**src/rtl/nwg_pkg.sv**
```systemverilog
// Shared types and constants for the note waveform generator.
// Holds the note period table, the sine table, register indexes and wave shape codes.
// No dependencies.
package nwg_pkg;

  // Register indexes on the configuration port
  typedef enum logic [1:0] {
    REG_NOTE_SELECT  = 2'd0,
    REG_WAVE_SHAPE   = 2'd1,
    REG_UPPER_OCTAVE = 2'd2,
    REG_NONE         = 2'd3
  } reg_index_t;

  // Wave shape codes
  typedef enum logic [1:0] {
    SHAPE_SQUARE   = 2'd0,
    SHAPE_TRIANGLE = 2'd1,
    SHAPE_SINE     = 2'd2,
    SHAPE_HOLD     = 2'd3
  } shape_t;

  localparam int NOTE_W     = 4;
  localparam int TICK_W     = 14;
  localparam int SAMPLE_W   = 8;
  localparam int TABLE_W    = 5;
  localparam int NOTE_COUNT = 8;
  localparam logic [NOTE_W-1:0] NOTE_LAST = 4'd7;

  // Note periods in ticks, C4 up to C5
  localparam logic [TICK_W-1:0] NOTE_PERIOD [NOTE_COUNT] = '{
    14'd15287, 14'd13620, 14'd12133, 14'd11452,
    14'd10203, 14'd9089,  14'd8098,  14'd7643
  };

  // Two sine cycles in 32 steps
  localparam logic [SAMPLE_W-1:0] SINE_TABLE [32] = '{
    8'd128, 8'd176, 8'd218, 8'd246, 8'd255, 8'd246, 8'd218, 8'd176,
    8'd128, 8'd79,  8'd37,  8'd9,   8'd0,   8'd9,   8'd37,  8'd79,
    8'd127, 8'd176, 8'd218, 8'd246, 8'd255, 8'd246, 8'd218, 8'd176,
    8'd128, 8'd79,  8'd37,  8'd9,   8'd0,   8'd9,   8'd37,  8'd79
  };

  // Live configuration handed to the datapath
  typedef struct packed {
    logic [NOTE_W-1:0] note_select;
    shape_t            wave_shape;
    logic              upper_octave;
  } cfg_t;

endpackage

```
**src/rtl/nwg_regs.sv**
```systemverilog
// Configuration register file with an APB-style port.
// Produces the live configuration and a phase clear on every register write.
// Depends on nwg_pkg.
module nwg_regs (
  input  logic         clk,
  input  logic         rst,
  input  logic         psel,
  input  logic         penable,
  input  logic         pwrite,
  input  logic [3:0]   paddr,
  input  logic [31:0]  pwdata,
  output logic [31:0]  prdata,
  output logic         pready,
  output nwg_pkg::cfg_t cfg,
  output logic         cfg_clear
);
  import nwg_pkg::*;

  logic       wr_beat;
  reg_index_t wr_index;

  assign pready   = 1'b1;
  assign wr_beat  = psel && penable && pwrite;
  assign wr_index = reg_index_t'(paddr[3:2]);

  // Clear the wave phase on any write that hits a register
  always_comb begin
    cfg_clear = 1'b0;
    if (wr_beat) begin
      case (wr_index)
        REG_NOTE_SELECT, REG_WAVE_SHAPE, REG_UPPER_OCTAVE: cfg_clear = 1'b1;
        default: cfg_clear = 1'b0;
      endcase
    end
  end

  // Hold the registers, update on a write beat
  always_ff @(posedge clk) begin
    if (rst) begin
      cfg.note_select  <= 4'd8;
      cfg.wave_shape   <= SHAPE_SQUARE;
      cfg.upper_octave <= 1'b0;
    end else if (wr_beat) begin
      case (wr_index)
        REG_NOTE_SELECT:  cfg.note_select  <= pwdata[NOTE_W-1:0];
        REG_WAVE_SHAPE:   cfg.wave_shape   <= shape_t'(pwdata[1:0]);
        REG_UPPER_OCTAVE: cfg.upper_octave <= pwdata[0];
        default: ;
      endcase
    end
  end

  // Read back
  always_comb begin
    case (wr_index)
      REG_NOTE_SELECT:  prdata = {28'd0, cfg.note_select};
      REG_WAVE_SHAPE:   prdata = {30'd0, cfg.wave_shape};
      REG_UPPER_OCTAVE: prdata = {31'd0, cfg.upper_octave};
      default:          prdata = 32'd0;
    endcase
  end

endmodule

```
**src/rtl/nwg_divider.sv**
```systemverilog
// Tick divider: counts ticks up to the note's compare value and flags each wrap.
// Compare value comes from the note period table, scaled by wave shape and octave.
// Depends on nwg_pkg.
module nwg_divider #(
  parameter int TRI_STEPS = 8
) (
  input  logic          clk,
  input  logic          rst,
  input  nwg_pkg::cfg_t cfg,
  input  logic          cfg_clear,
  input  logic          beat,
  input  logic          restart,
  output logic          wrap
);
  import nwg_pkg::*;

  // Triangle compare bases, worked out at elaboration
  localparam logic [TICK_W-1:0] TRI_PERIOD [NOTE_COUNT] = '{
    TICK_W'(15287 / TRI_STEPS), TICK_W'(13620 / TRI_STEPS),
    TICK_W'(12133 / TRI_STEPS), TICK_W'(11452 / TRI_STEPS),
    TICK_W'(10203 / TRI_STEPS), TICK_W'(9089 / TRI_STEPS),
    TICK_W'(8098 / TRI_STEPS),  TICK_W'(7643 / TRI_STEPS)
  };

  logic [TICK_W-1:0] tick_count;
  logic [TICK_W-1:0] tick_count_next;
  logic [TICK_W-1:0] period;
  logic [TICK_W-1:0] compare;
  logic [2:0]        note;
  logic              active;

  assign note   = cfg.note_select[2:0];
  assign active = (cfg.note_select <= NOTE_LAST);

  // Scale the note period to the compare value
  always_comb begin
    case (cfg.wave_shape)
      SHAPE_TRIANGLE: period = TRI_PERIOD[note];
      SHAPE_SINE:     period = NOTE_PERIOD[note] >> 4;
      default:        period = NOTE_PERIOD[note];
    endcase
    if (cfg.upper_octave) period = period >> 1;
    compare = (period != '0) ? period - TICK_W'(1) : '0;
  end

  assign wrap = beat && !restart && active && (tick_count >= compare);

  // Advance or clear the counter
  always_comb begin
    tick_count_next = tick_count;
    if (cfg_clear || (beat && restart)) begin
      tick_count_next = '0;
    end else if (beat && active) begin
      tick_count_next = wrap ? '0 : tick_count + TICK_W'(1);
    end
  end

  always_ff @(posedge clk) begin
    if (rst) begin
      tick_count <= '0;
    end else begin
      tick_count <= tick_count_next;
    end
  end

endmodule

```
**src/rtl/nwg_shaper.sv**
```systemverilog
// Waveform state: square, triangle and sine amplitude, plus the held sample.
// The amplitude is kept as quotient and remainder of level over TRI_STEPS.
// Depends on nwg_pkg.
module nwg_shaper #(
  parameter int TRI_STEPS = 8
) (
  input  logic                          clk,
  input  logic                          rst,
  input  nwg_pkg::shape_t               wave_shape,
  input  logic                          clear,
  input  logic                          wrap,
  output logic [nwg_pkg::SAMPLE_W-1:0]  held_next
);
  import nwg_pkg::*;

  localparam int R_W = $clog2(TRI_STEPS);
  localparam int Q_W = 10;
  localparam logic [R_W:0]   STEPS  = (R_W+1)'(TRI_STEPS);
  localparam logic [Q_W-1:0] STEP_Q = Q_W'(256 / TRI_STEPS);
  localparam logic [R_W-1:0] STEP_R = R_W'(256 % TRI_STEPS);

  logic [SAMPLE_W-1:0] amp_q, amp_q_next;
  logic [R_W-1:0]      amp_r, amp_r_next;
  logic                rising, rising_next;
  logic [TABLE_W-1:0]  table_index, table_index_next;
  logic [SAMPLE_W-1:0] held_output;

  logic [Q_W-1:0] q_w;
  logic [R_W:0]   r_sum;
  logic           r_carry;
  logic [R_W-1:0] r_up;
  logic [Q_W-1:0] q_up;
  logic           r_borrow;
  logic [R_W-1:0] r_dn;
  logic [Q_W-1:0] q_dn;
  logic           below;
  logic [R_W:0]   r_twice;

  assign q_w = Q_W'(amp_q);

  // Ramp arithmetic in quotient/remainder form
  always_comb begin
    r_sum    = {1'b0, amp_r} + {1'b0, STEP_R};
    r_carry  = (r_sum >= STEPS);
    r_up     = r_carry ? R_W'(r_sum - STEPS) : r_sum[R_W-1:0];
    q_up     = q_w + STEP_Q + Q_W'(r_carry);
    below    = (q_w < STEP_Q) || ((q_w == STEP_Q) && (amp_r < STEP_R));
    r_borrow = (amp_r < STEP_R);
    r_dn     = r_borrow ? R_W'({1'b0, amp_r} + STEPS - {1'b0, STEP_R})
                        : amp_r - STEP_R;
    q_dn     = q_w - STEP_Q - Q_W'(r_borrow);
  end

  // Step the wave on a wrap, drop the phase on a clear
  always_comb begin
    amp_q_next       = amp_q;
    amp_r_next       = amp_r;
    rising_next      = rising;
    table_index_next = table_index;
    if (clear) begin
      amp_q_next       = '0;
      amp_r_next       = '0;
      rising_next      = 1'b1;
      table_index_next = '0;
    end else if (wrap) begin
      case (wave_shape)
        SHAPE_SQUARE: begin
          if (amp_r == '0) begin
            amp_q_next = 8'd255 - amp_q;
            amp_r_next = '0;
          end else if (amp_q == 8'd255) begin
            amp_q_next = '0;
            amp_r_next = '0;
          end else begin
            amp_q_next = 8'd254 - amp_q;
            amp_r_next = R_W'(STEPS - {1'b0, amp_r});
          end
        end
        SHAPE_TRIANGLE: begin
          if (rising) begin
            if ((q_up > Q_W'(254)) || ((q_up == Q_W'(254)) && (r_up != '0))) begin
              amp_q_next  = 8'd255;
              amp_r_next  = '0;
              rising_next = 1'b0;
            end else begin
              amp_q_next = q_up[SAMPLE_W-1:0];
              amp_r_next = r_up;
            end
          end else if (below || (q_dn == '0)) begin
            amp_q_next  = '0;
            amp_r_next  = '0;
            rising_next = 1'b1;
          end else begin
            amp_q_next = q_dn[SAMPLE_W-1:0];
            amp_r_next = r_dn;
          end
        end
        SHAPE_SINE: begin
          table_index_next = table_index + TABLE_W'(1);
          amp_q_next       = SINE_TABLE[table_index + TABLE_W'(1)];
          amp_r_next       = '0;
        end
        default: ;
      endcase
    end
  end

  // Round the amplitude to nearest, ties upward
  assign r_twice   = {amp_r_next, 1'b0};
  assign held_next = (wrap && !clear) ? amp_q_next + SAMPLE_W'(r_twice >= STEPS)
                                      : held_output;

  always_ff @(posedge clk) begin
    if (rst) begin
      amp_q       <= '0;
      amp_r       <= '0;
      rising      <= 1'b1;
      table_index <= '0;
      held_output <= '0;
    end else begin
      amp_q       <= amp_q_next;
      amp_r       <= amp_r_next;
      rising      <= rising_next;
      table_index <= table_index_next;
      held_output <= held_next;
    end
  end

endmodule

```
**src/rtl/note_waveform_generator.sv**
```systemverilog
// Top level of the note waveform generator: registers, divider, shaper, result register.
// Depends on nwg_pkg, nwg_regs, nwg_divider and nwg_shaper.
//
// Usage:
//   Tick channel (tick_valid/tick_ready, restart): one beat per system tick.
//   restart=1 clears the divider and wave phase; that tick is not counted.
//   Result channel (result_valid/result_ready, sample, updated): one beat per
//   tick beat; updated=1 marks a tick on which the wave stepped.
//   Configuration: APB-style port, note_select at 0x0, wave_shape at 0x4,
//   upper_octave at 0x8. Any register write clears the wave phase.
// Timing:
//   The result is valid in the cycle after the tick beat. Throughput is
//   one beat per cycle unless stalled: the whole wave step is done between
//   the state registers and the result register. A new tick is taken
//   whenever the result register is empty or being drained in the same cycle.
// Reset:
//   Silent note, square shape, lower octave, held sample 0, result register empty.
// Stall:
//   While result_ready is low and a result waits, tick_ready is low; the
//   divider and wave state hold unless a register write clears the phase.
module note_waveform_generator #(
  parameter int TRI_STEPS = 8
) (
  input  logic        clk,
  input  logic        rst,
  input  logic        tick_valid,
  output logic        tick_ready,
  input  logic        restart,
  output logic        result_valid,
  input  logic        result_ready,
  output logic [7:0]  sample,
  output logic        updated,
  input  logic        psel,
  input  logic        penable,
  input  logic        pwrite,
  input  logic [3:0]  paddr,
  input  logic [31:0] pwdata,
  output logic [31:0] prdata,
  output logic        pready
);
  import nwg_pkg::*;

  cfg_t                cfg;
  logic                cfg_clear;
  logic                beat;
  logic                wrap;
  logic                phase_clear;
  logic [SAMPLE_W-1:0] held_next;

  assign tick_ready  = !result_valid || result_ready;
  assign beat        = tick_valid && tick_ready;
  assign phase_clear = cfg_clear || (beat && restart);

  nwg_regs u_regs (
    .clk      (clk),
    .rst      (rst),
    .psel     (psel),
    .penable  (penable),
    .pwrite   (pwrite),
    .paddr    (paddr),
    .pwdata   (pwdata),
    .prdata   (prdata),
    .pready   (pready),
    .cfg      (cfg),
    .cfg_clear(cfg_clear)
  );

  nwg_divider #(.TRI_STEPS(TRI_STEPS)) u_divider (
    .clk      (clk),
    .rst      (rst),
    .cfg      (cfg),
    .cfg_clear(cfg_clear),
    .beat     (beat),
    .restart  (restart),
    .wrap     (wrap)
  );

  nwg_shaper #(.TRI_STEPS(TRI_STEPS)) u_shaper (
    .clk       (clk),
    .rst       (rst),
    .wave_shape(cfg.wave_shape),
    .clear     (phase_clear),
    .wrap      (wrap),
    .held_next (held_next)
  );

  // Result register: load on a tick beat, drop valid once taken
  always_ff @(posedge clk) begin
    if (rst) begin
      result_valid <= 1'b0;
    end else if (beat) begin
      result_valid <= 1'b1;
    end else if (result_ready) begin
      result_valid <= 1'b0;
    end
  end

  always_ff @(posedge clk) begin
    if (beat) begin
      sample  <= held_next;
      updated <= wrap;
    end
  end

endmodule
```
**config.mk**
```make
export PLATFORM = sky130hd
export DESIGN_NAME = note_waveform_generator
export DESIGN_NICKNAME = d
export VERILOG_FILES = /design/src/rtl/nwg_pkg.sv /design/src/rtl/nwg_regs.sv /design/src/rtl/nwg_divider.sv /design/src/rtl/nwg_shaper.sv /design/src/rtl/note_waveform_generator.sv
export SDC_FILE = /design/constraint.sdc
export NUM_CORES = 1
export LEC_CHECK = 0
export ABC_AREA = 1
export BUFFER_PORTS_ARGS = -buffer_cell sky130_fd_sc_hd__buf_2
export CAP_MARGIN = 20
export CORE_MARGIN = 5
export CORE_UTILIZATION = 55
export CTS_CLUSTER_SIZE = 10
export DETAILED_ROUTE_END_ITERATION = 7
export PLACE_DENSITY = 0.79
export SYNTH_ARGS = -nofsm -noshare
export SYNTH_HDL_FRONTEND = slang
export SYNTH_HIERARCHICAL = 1
export SYNTH_SLANG_ARGS = --single-unit
```
**constraint.sdc**
```tcl
create_clock -name clk -period 5.5 [get_ports clk]
set_input_delay 0.55 -clock clk [delete_from_list [all_inputs] [get_ports clk]]
set_output_delay 0.55 -clock clk [all_outputs]
set_load 0.1 [all_outputs]
```
; ---- After elaboration in Yosys (flattened, before gate mapping)
; Memories as Yosys holds them, arrays and structs flattened.
; Index checks and enable logic that the tools add are counted.
[word_totals]
reg_bits = 56
latchBits = 0
mem_bits_rw = 0
mem_bits_ro = 480
in_bits = 44
memories = 3
[memory_table]
columns = memory, depth, width, read_ports, rd_clocked_by_memory_dff, wr, line_no
row1 = (no name shown), 32, 8, 1, 0, 0, nwg_shaper.sv:100  ; amp_q_next = SINE_TABLE[table_index + TABLE_W'(1)];
row2 = (no name shown), 8, 14, 1, 0, 0, nwg_divider.sv:38  ; SHAPE_TRIANGLE: period = TRI_PERIOD[note];
row3 = (no name shown), 8, 14, 1, 0, 0, nwg_divider.sv:39  ; SHAPE_SINE: period = NOTE_PERIOD[note] >> 4;
[classes]
add_sub_neg = 13
n_mul = 0
div = 0
n_lt_le_gt_ge = 9
eq_ne = 7
shifts = 0
n_mux = 37
bitwise = 2
reduce_logical = 33
[op_table]
columns = cell, count
row1 = 14-bit 2-to-1 mux, 7
row2 = 8-bit 2-to-1 mux, 10
row3 = 14-bit one-hot mux with 2 select lines, 1
row4 = 3-bit 2-to-1 mux, 9
row5 = 8-bit one-hot mux with 3 select lines, 1
row6 = "8-bit subtractor, first input constant", 2
row7 = "14-bit by 1-bit adder with 14-bit output, second input constant", 1
row8 = 14-bit greater-or-equal comparator, 1
row9 = 14-bit nonzero test, 1
row10 = "14-bit by 1-bit subtractor with 14-bit output, second input constant", 1
row11 = 4-bit one-hot mux with 3 select lines, 1
row12 = 1-bit logical AND, 11
row13 = 10-bit by 1-bit adder with 10-bit output, 1
row14 = "10-bit by 8-bit equality test with 1-bit output, second input constant", 1
row15 = "10-bit by 8-bit > comparator with 1-bit output, second input constant", 1
row16 = 10-bit zero test, 1
row17 = 2-bit AND reduction, 5
row18 = 10-bit by 1-bit subtractor with 10-bit output, 1
row19 = "8-bit by 6-bit adder with 9-bit output, second input constant", 1
row20 = 3-bit one-hot mux with 3 select lines, 1
row21 = "8-bit by 6-bit subtractor with 9-bit output, second input constant", 1
row22 = 8-bit by 1-bit adder with 8-bit output, 1
row23 = "8-bit by 6-bit equality test with 1-bit output, second input constant", 1
row24 = "8-bit equality test, second input constant", 1
row25 = 23 further kinds, 39

; ---- Longest topological paths before layout
[logic_depth]
depth_word = 15
mapped_depth = 40
depth_no_buf = 40

; ---- Modules after synthesis
; Netlist, hierarchy kept.
[by_module_without_submodules]
columns = module, n_inst, cells_each, area_per_inst_um2, seq_area_each_um2
row1 = nwg_shaper, 1, 383, 2387.3, 500.5
row2 = nwg_divider, 1, 338, 2143.3, 280.3
row3 = nwg_regs, 1, 92, 608.1, 140.1
row4 = note_waveform_generator, 1, 18, 335.3, 290.3

; ---- Worst setup path before layout
; No wires, ideal clock.
[synth_path]
path_type = reg-to-reg
start = register u_regs/cfg[1] (netlist name)
end = register sample[6], data pin
setup_time_ps = 253
arrival_time_ps = 4511
required_ps = 5247
slack_ps = 736
path_stages_with_launch = 36
n_path_buf = 1
cell_sequence = dfxtp_1 inv_1 ha_1 buf_6 nor2_4 nand3_1 nand3_1 nand2_2 ha_1 nand3_1 nor2_4 nand2_4 nand2_1 ha_1 inv_1 nor3_1 nor3b_1 o21ai_0 nand3_1 nand2_1 inv_1 nand2_2 inv_2 nand4_1 o22ai_1 inv_1 nor2_1 ha_1 ha_1 nand3_2 nor2_4 nand2_1 nand2_1 nand3_2 o21ai_2 inv_2
[synth_via]
elab_chain_len = 12
elab_cells_between_ends = 20
classes_between = 2 x add/sub / 2 x order compare / 2 x eq/ne / 10 x mux / 4 x reduce/logical
[synth_lines]
columns = element, line_no
row1 = 2-bit equality test / 2-bit by 1-bit equality test with 1-bit output (equally long branches), nwg_divider.sv:37  ; case (cfg.wave_shape)
row2 = 14-bit one-hot mux with 2 select lines (*), nwg_divider.sv:37
row3 = 14-bit 2-to-1 mux (*), nwg_divider.sv:42  ; if (cfg.upper_octave) period = period >> 1;
row4 = 14-bit by 1-bit subtractor with 14-bit output / 14-bit nonzero test (equally long branches), nwg_divider.sv:43  ; compare = (period != '0) ? period - TICK_W'(1) : '0;
row5 = 14-bit 2-to-1 mux (*), nwg_divider.sv:43
row6 = 14-bit greater-or-equal comparator (*), nwg_divider.sv:46  ; assign wrap = beat && !restart && active && (tick_count >= compare);
row7 = 1-bit logical AND (*), nwg_divider.sv:46
row8 = named net wrap, note_waveform_generator.sv:46  ; logic wrap;
row9 = 3-bit 2-to-1 mux, nwg_shaper.sv:65  ; end else if (wrap) begin
row10 = 3-bit 2-to-1 mux, nwg_shaper.sv:60  ; if (clear) begin
row11 = 4-bit greater-or-equal comparator, nwg_shaper.sv:110  ; assign held_next = (wrap && !clear) ? amp_q_next + SAMPLE_W'(r_twice >= STEPS)
row12 = 8-bit by 1-bit adder with 8-bit output, nwg_shaper.sv:110
row13 = 8-bit 2-to-1 mux (*), nwg_shaper.sv:110
row14 = named net held_next[6], note_waveform_generator.sv:48  ; logic [SAMPLE_W-1:0] held_next;
row15 = end signal: assignment, note_waveform_generator.sv:100  ; sample <= held_next;
row16 = end: declaration, note_waveform_generator.sv:31  ; output logic [7:0] sample,
; The timed path passes the listed nets; every way through them passes the cells marked *.
; A chain may end at the register's enable or synchronous reset.

; ---- Worst setup path after layout
[layout_path]
start = register u_regs/cfg[2] (netlist name)
end = register sample[6], data pin
[layout_via]
elab_chain_len = 12
elab_cells_between_ends = 20
classes_between = 2 x add/sub / 2 x order compare / 2 x eq/ne / 10 x mux / 4 x reduce/logical
[layout_lines]
columns = element, line_no
row1 = 2-bit equality test / 2-bit by 1-bit equality test with 1-bit output (equally long branches), nwg_divider.sv:37
row2 = 14-bit one-hot mux with 2 select lines (*), nwg_divider.sv:37
row3 = 14-bit 2-to-1 mux (*), nwg_divider.sv:42
row4 = 14-bit by 1-bit subtractor with 14-bit output / 14-bit nonzero test (equally long branches), nwg_divider.sv:43
row5 = 14-bit 2-to-1 mux (*), nwg_divider.sv:43
row6 = 14-bit greater-or-equal comparator (*), nwg_divider.sv:46
row7 = 1-bit logical AND (*), nwg_divider.sv:46
row8 = named net wrap, note_waveform_generator.sv:46
row9 = 3-bit 2-to-1 mux, nwg_shaper.sv:65
row10 = 3-bit 2-to-1 mux, nwg_shaper.sv:60
row11 = 4-bit greater-or-equal comparator, nwg_shaper.sv:110
row12 = 8-bit by 1-bit adder with 8-bit output, nwg_shaper.sv:110
row13 = 8-bit 2-to-1 mux (*), nwg_shaper.sv:110
row14 = named net held_next[6], note_waveform_generator.sv:48
; Marks and branches as above.

==> impl_metrics.csv <==
group,metric,value,unit
run_status,outcome,"finished clean",
critical_path,cp_num_buf_inv,7,
logic_synthesis,synth_area_leaders,"dfxtp_1 17%, nand2_1 13%, ha_1 10%, nand3_1 6.5%, inv_1 6.2%",
detailed_routing,ant_nets,0,
clock_network,cts_buffers,5,
critical_path,required,5.59,ns
detailed_routing,drt-pass1-iter-count,5,
logic_synthesis,synth_top_family_by_area,"simple AND/OR/NAND/NOR gates",
clock_network,cts-resized-gates,0,
pwr,p_leak,2.78,nW
logic_synthesis,ys_seq_area_share,22.1,%
clock_network,cts_max_level,2,
sta,fmax,198,MHz
die,io_pins,88,
layout,multi_input_area,3660,um^2
detailed_routing,vias_per_cell,5.03,
layout,nets,951,
die,die_w,110,um
worst_hold_path,hold_class,"in -> reg",
critical_path,r2r_start,"u_regs/cfg[2]",
pwr,power,903,uW
critical_path,crit_arrival,5.15,ns
logic_synthesis,syn_area,5470,um^2
die,start_util,56.3,%
critical_path,critical_path_class,"reg -> reg",
global_route,grt_util_all_layers,19.4,%
die,core_area,9730,um^2
logic_synthesis,synth-main-ff-cell,"dfxtp_1",
logic_synthesis,synthAdderAreaFrac,10.1,%
layout,drive_above_1_share,21.2,%
logic_synthesis,synth_warnings,6,
critical_path,cp-end-kind,"flip-flop",
global_route,antenna_found_initial,0,
global_route,grt_pass1_wl,19.4,mm
die,rows,36,
placed_design,place_area,5670,um^2
clock_network,cts_tree,"done",
sta,min_period_over_period,92.0,%
detailed_routing,wl_per_cell,11.7,um
sta,setup_violations,0,
logic_synthesis,async_flop_share,0,%
logic_synthesis,avgSynthCellArea,6.59,um^2
sta,final.min_clock_period,5.06,ns
layout,n_antenna_cell,0,
pwr,power_density,155,nW/um^2
critical_path,r2r_end,"sample[6]",
critical_path,r2r_setup_slack,0.44,ns
clock_network,cts_setup_buffers,0,
worst_hold_path,hold_end,"u_regs/cfg[6]",
critical_path,crit_family,"simple AND/OR/NAND/NOR gates",
critical_path,reg2reg_depth,36,
die,die_h,110,um
clock_network,cts.path.max_buffers,2,
critical_path,cp_common_cell,"nand2_1",
sta,worst_clock_skew,0.0106,ns
logic_synthesis,ys_types,43,
layout,regArea,1210,um^2
global_route,grt_pass1_vias,4474,
run,maxCapViolations,0,
worst_hold_path,hold_path_depth,3,
logic_synthesis,ys_ff_latch,56,
clock_network,cts_hold_buf,0,
detailed_routing,vias,5019,
logic_synthesis,synth_edf_count,9,
clock_network,cts_root_buffer,"clkbuf_8",
logic_synthesis,yosysTopAreaCellShare,17.2,%
global_route,grt_max_degree,21,
clock_network,clkSinkCount,56,
sta,maxSlewViolCount,0,
critical_path,critPathLaunchType,"flip-flop",
detailed_routing,wl,11.6,mm
global_route,overflow,0,
layout,fill_cells,984,
clock_network,worstSkewPairLatency,0.32,ns
critical_path,critPathMaxFanout,10,
logic_synthesis,muxShareOfSynthArea,0,%
logic_synthesis,synth_compound_gate_area_share,9.01,%
placed_design,hpwl,9.28,mm
logic_synthesis,synth_xor_area_share,2.88,%
layout,layout-area-overhead-vs-synth,6.08,%
critical_path,cpPeakStageDelay,0.35,ns
placed_design,place_congestion,0.911,
logic_synthesis,synthCells,831,
detailed_routing,route.detailed.drc,0,
layout,fin_area,5810,um^2
clock_network,clk_pin_slew,0.12,ns
worst_hold_path,hp-start,"pwdata[3]",
logic_synthesis,yosys.area.top_type,"dfxtp_1",
sta,hold_viol_final,0,
detailed_routing,drt_iter0_markers,313,
logic_synthesis,yosys.area_share.simple,42.1,%
pwr,ir_drop,139,uV
critical_path,cpMaxStageDelayCell,"dfxtp_1",
placed_design,portBuffers,28,
die,die_area,12000,um^2
==> sequential cells by signal, summed over array words and instances, names as in the netlist <==
signal	count
u_shaper/amp_q	8
u_regs/cfg	7
u_divider/tick_count	14
u_shaper/held_output	8
sample	8
u_shaper/rising	1
result_valid	1
u_shaper/table_index	5
u_shaper/amp_r	3
updated	1
==> worst min-delay path, cell delays in order <==
cell and delay (ns):
buf_2 0.07, nand2_1 0.05, nand3_1 0.07
==> through the flow <==
stage | util [%] | setup TNS (ns) | std cells | hold slack [ns] | setup WS (ns)
after global routing | 59.7 | -0.00440 | 997 | 0.456 | -0.00440
final | 59.7 | 0 | 997 | 0.456 | 0.440
after detailed placement | 58.2 | 0 | 989 | 0.452 | 0.228
after floorplan | - | 0 | 858 | 0.429 | 0.736
after global placement | 58.2 | 0 | 989 | 0.446 | 0.276
after CTS | 59.2 | 0 | 997 | 0.443 | 0.181
==> worst max-delay path by stage <==
| stage | start | depth (start not counted) | end | slack [ns] |
|---|---|---|---|---|
| detailed placement | u_regs/cfg[1] | 35 | sample[6] | 0.23 |
| finish | u_regs/cfg[2] | 36 | sample[6] | 0.44 |
| CTS | u_regs/cfg[1] | 35 | sample[6] | 0.18 |
| global placement | u_regs/cfg[1] | 33 | sample[4] | 0.28 |
| floorplan | u_regs/cfg[1] | 35 | sample[6] | 0.74 |
| global route | u_regs/cfg[3] | 39 | sample[6] | -0.004 |
==> area by class of cell <==
class / count / share of cell area (%)
clock buffers: 5 / 1.19
clock inverters: 3 / 0.496
inverters: 119 / 7.76
multi-input cells: 642 / 63.0
flip-flops and latches: 56 / 20.9
well taps: 133 / 2.87
repair buffers: 39 / 3.84
==> cell usage in the layout, fill, tap and decap left out, types with 3 or more instances in the layout <==
cell | Yosys | final
o21ai_2 | 5 | 5
buf_4 | 31 | 11
inv_2 | 26 | 26
nor2_4 | 10 | 11
buf_2 | 4 | 28
nand2_2 | 28 | 28
nand4_1 | 13 | 13
a21oi_1 | 26 | 26
nand3_1 | 71 | 71
nand2_4 | 8 | 8
inv_1 | 91 | 91
clkbuf_8 | 0 | 5
ha_1 | 44 | 39
nand2_1 | 190 | 190
o21ai_1 | 6 | 7
edfxtp_1 | 9 | 9
o211ai_1 | 6 | 6
dfxtp_1 | 47 | 47
ha_2 | 0 | 3
nor3_1 | 4 | 3
nor2_1 | 91 | 91
nand3_2 | 22 | 22
or2_2 | 5 | 5
xor2_1 | 16 | 16
o21ai_0 | 30 | 29
conb_1 | 2 | 29
nor2_2 | 20 | 19
==> routing by layer <==
metal	vias up	share of wire (%)	global-route usage (%)
met2	73	49	35.0
met4	0	1.1	4.19
met5	-	0	0
met1	2277	46	24.7
met3	14	3.3	2.47
li1	2655	-	-
==> kinds of logic after synthesis <==
logic type / count (synthesis)
DFF: 56
xor gates and xnor gates: 18
adders and majority gates: 44
and+or+nand+nor: 467
other: 2
buffers and inverters: 160
AOI/OAI and AO/OA: 84
==> cells in the mapped netlist (all sizes together) (2+ instances only) <==
cell type	n
nand2	226
nor2	121
inv	118
nand3	93
dfxtp	47
ha	44
o21ai	41
buf	38
a21oi	29
xor2	16
nand4	13
edfxtp	9
o211ai	6
or2	5
nor3	4
clkbuf	3
conb	2
nor3b	2
nor4	2
o22ai	2
xnor2	2
==> power breakdown <==
group          switching [mW]  total [mW]  internal (mW)
clock network           0.154       0.251         0.0967
registers             0.00204       0.422          0.420
logic                   0.191       0.230         0.0384
total                   0.348       0.903          0.555
Note: power is estimated with default switching activity, not from simulation.
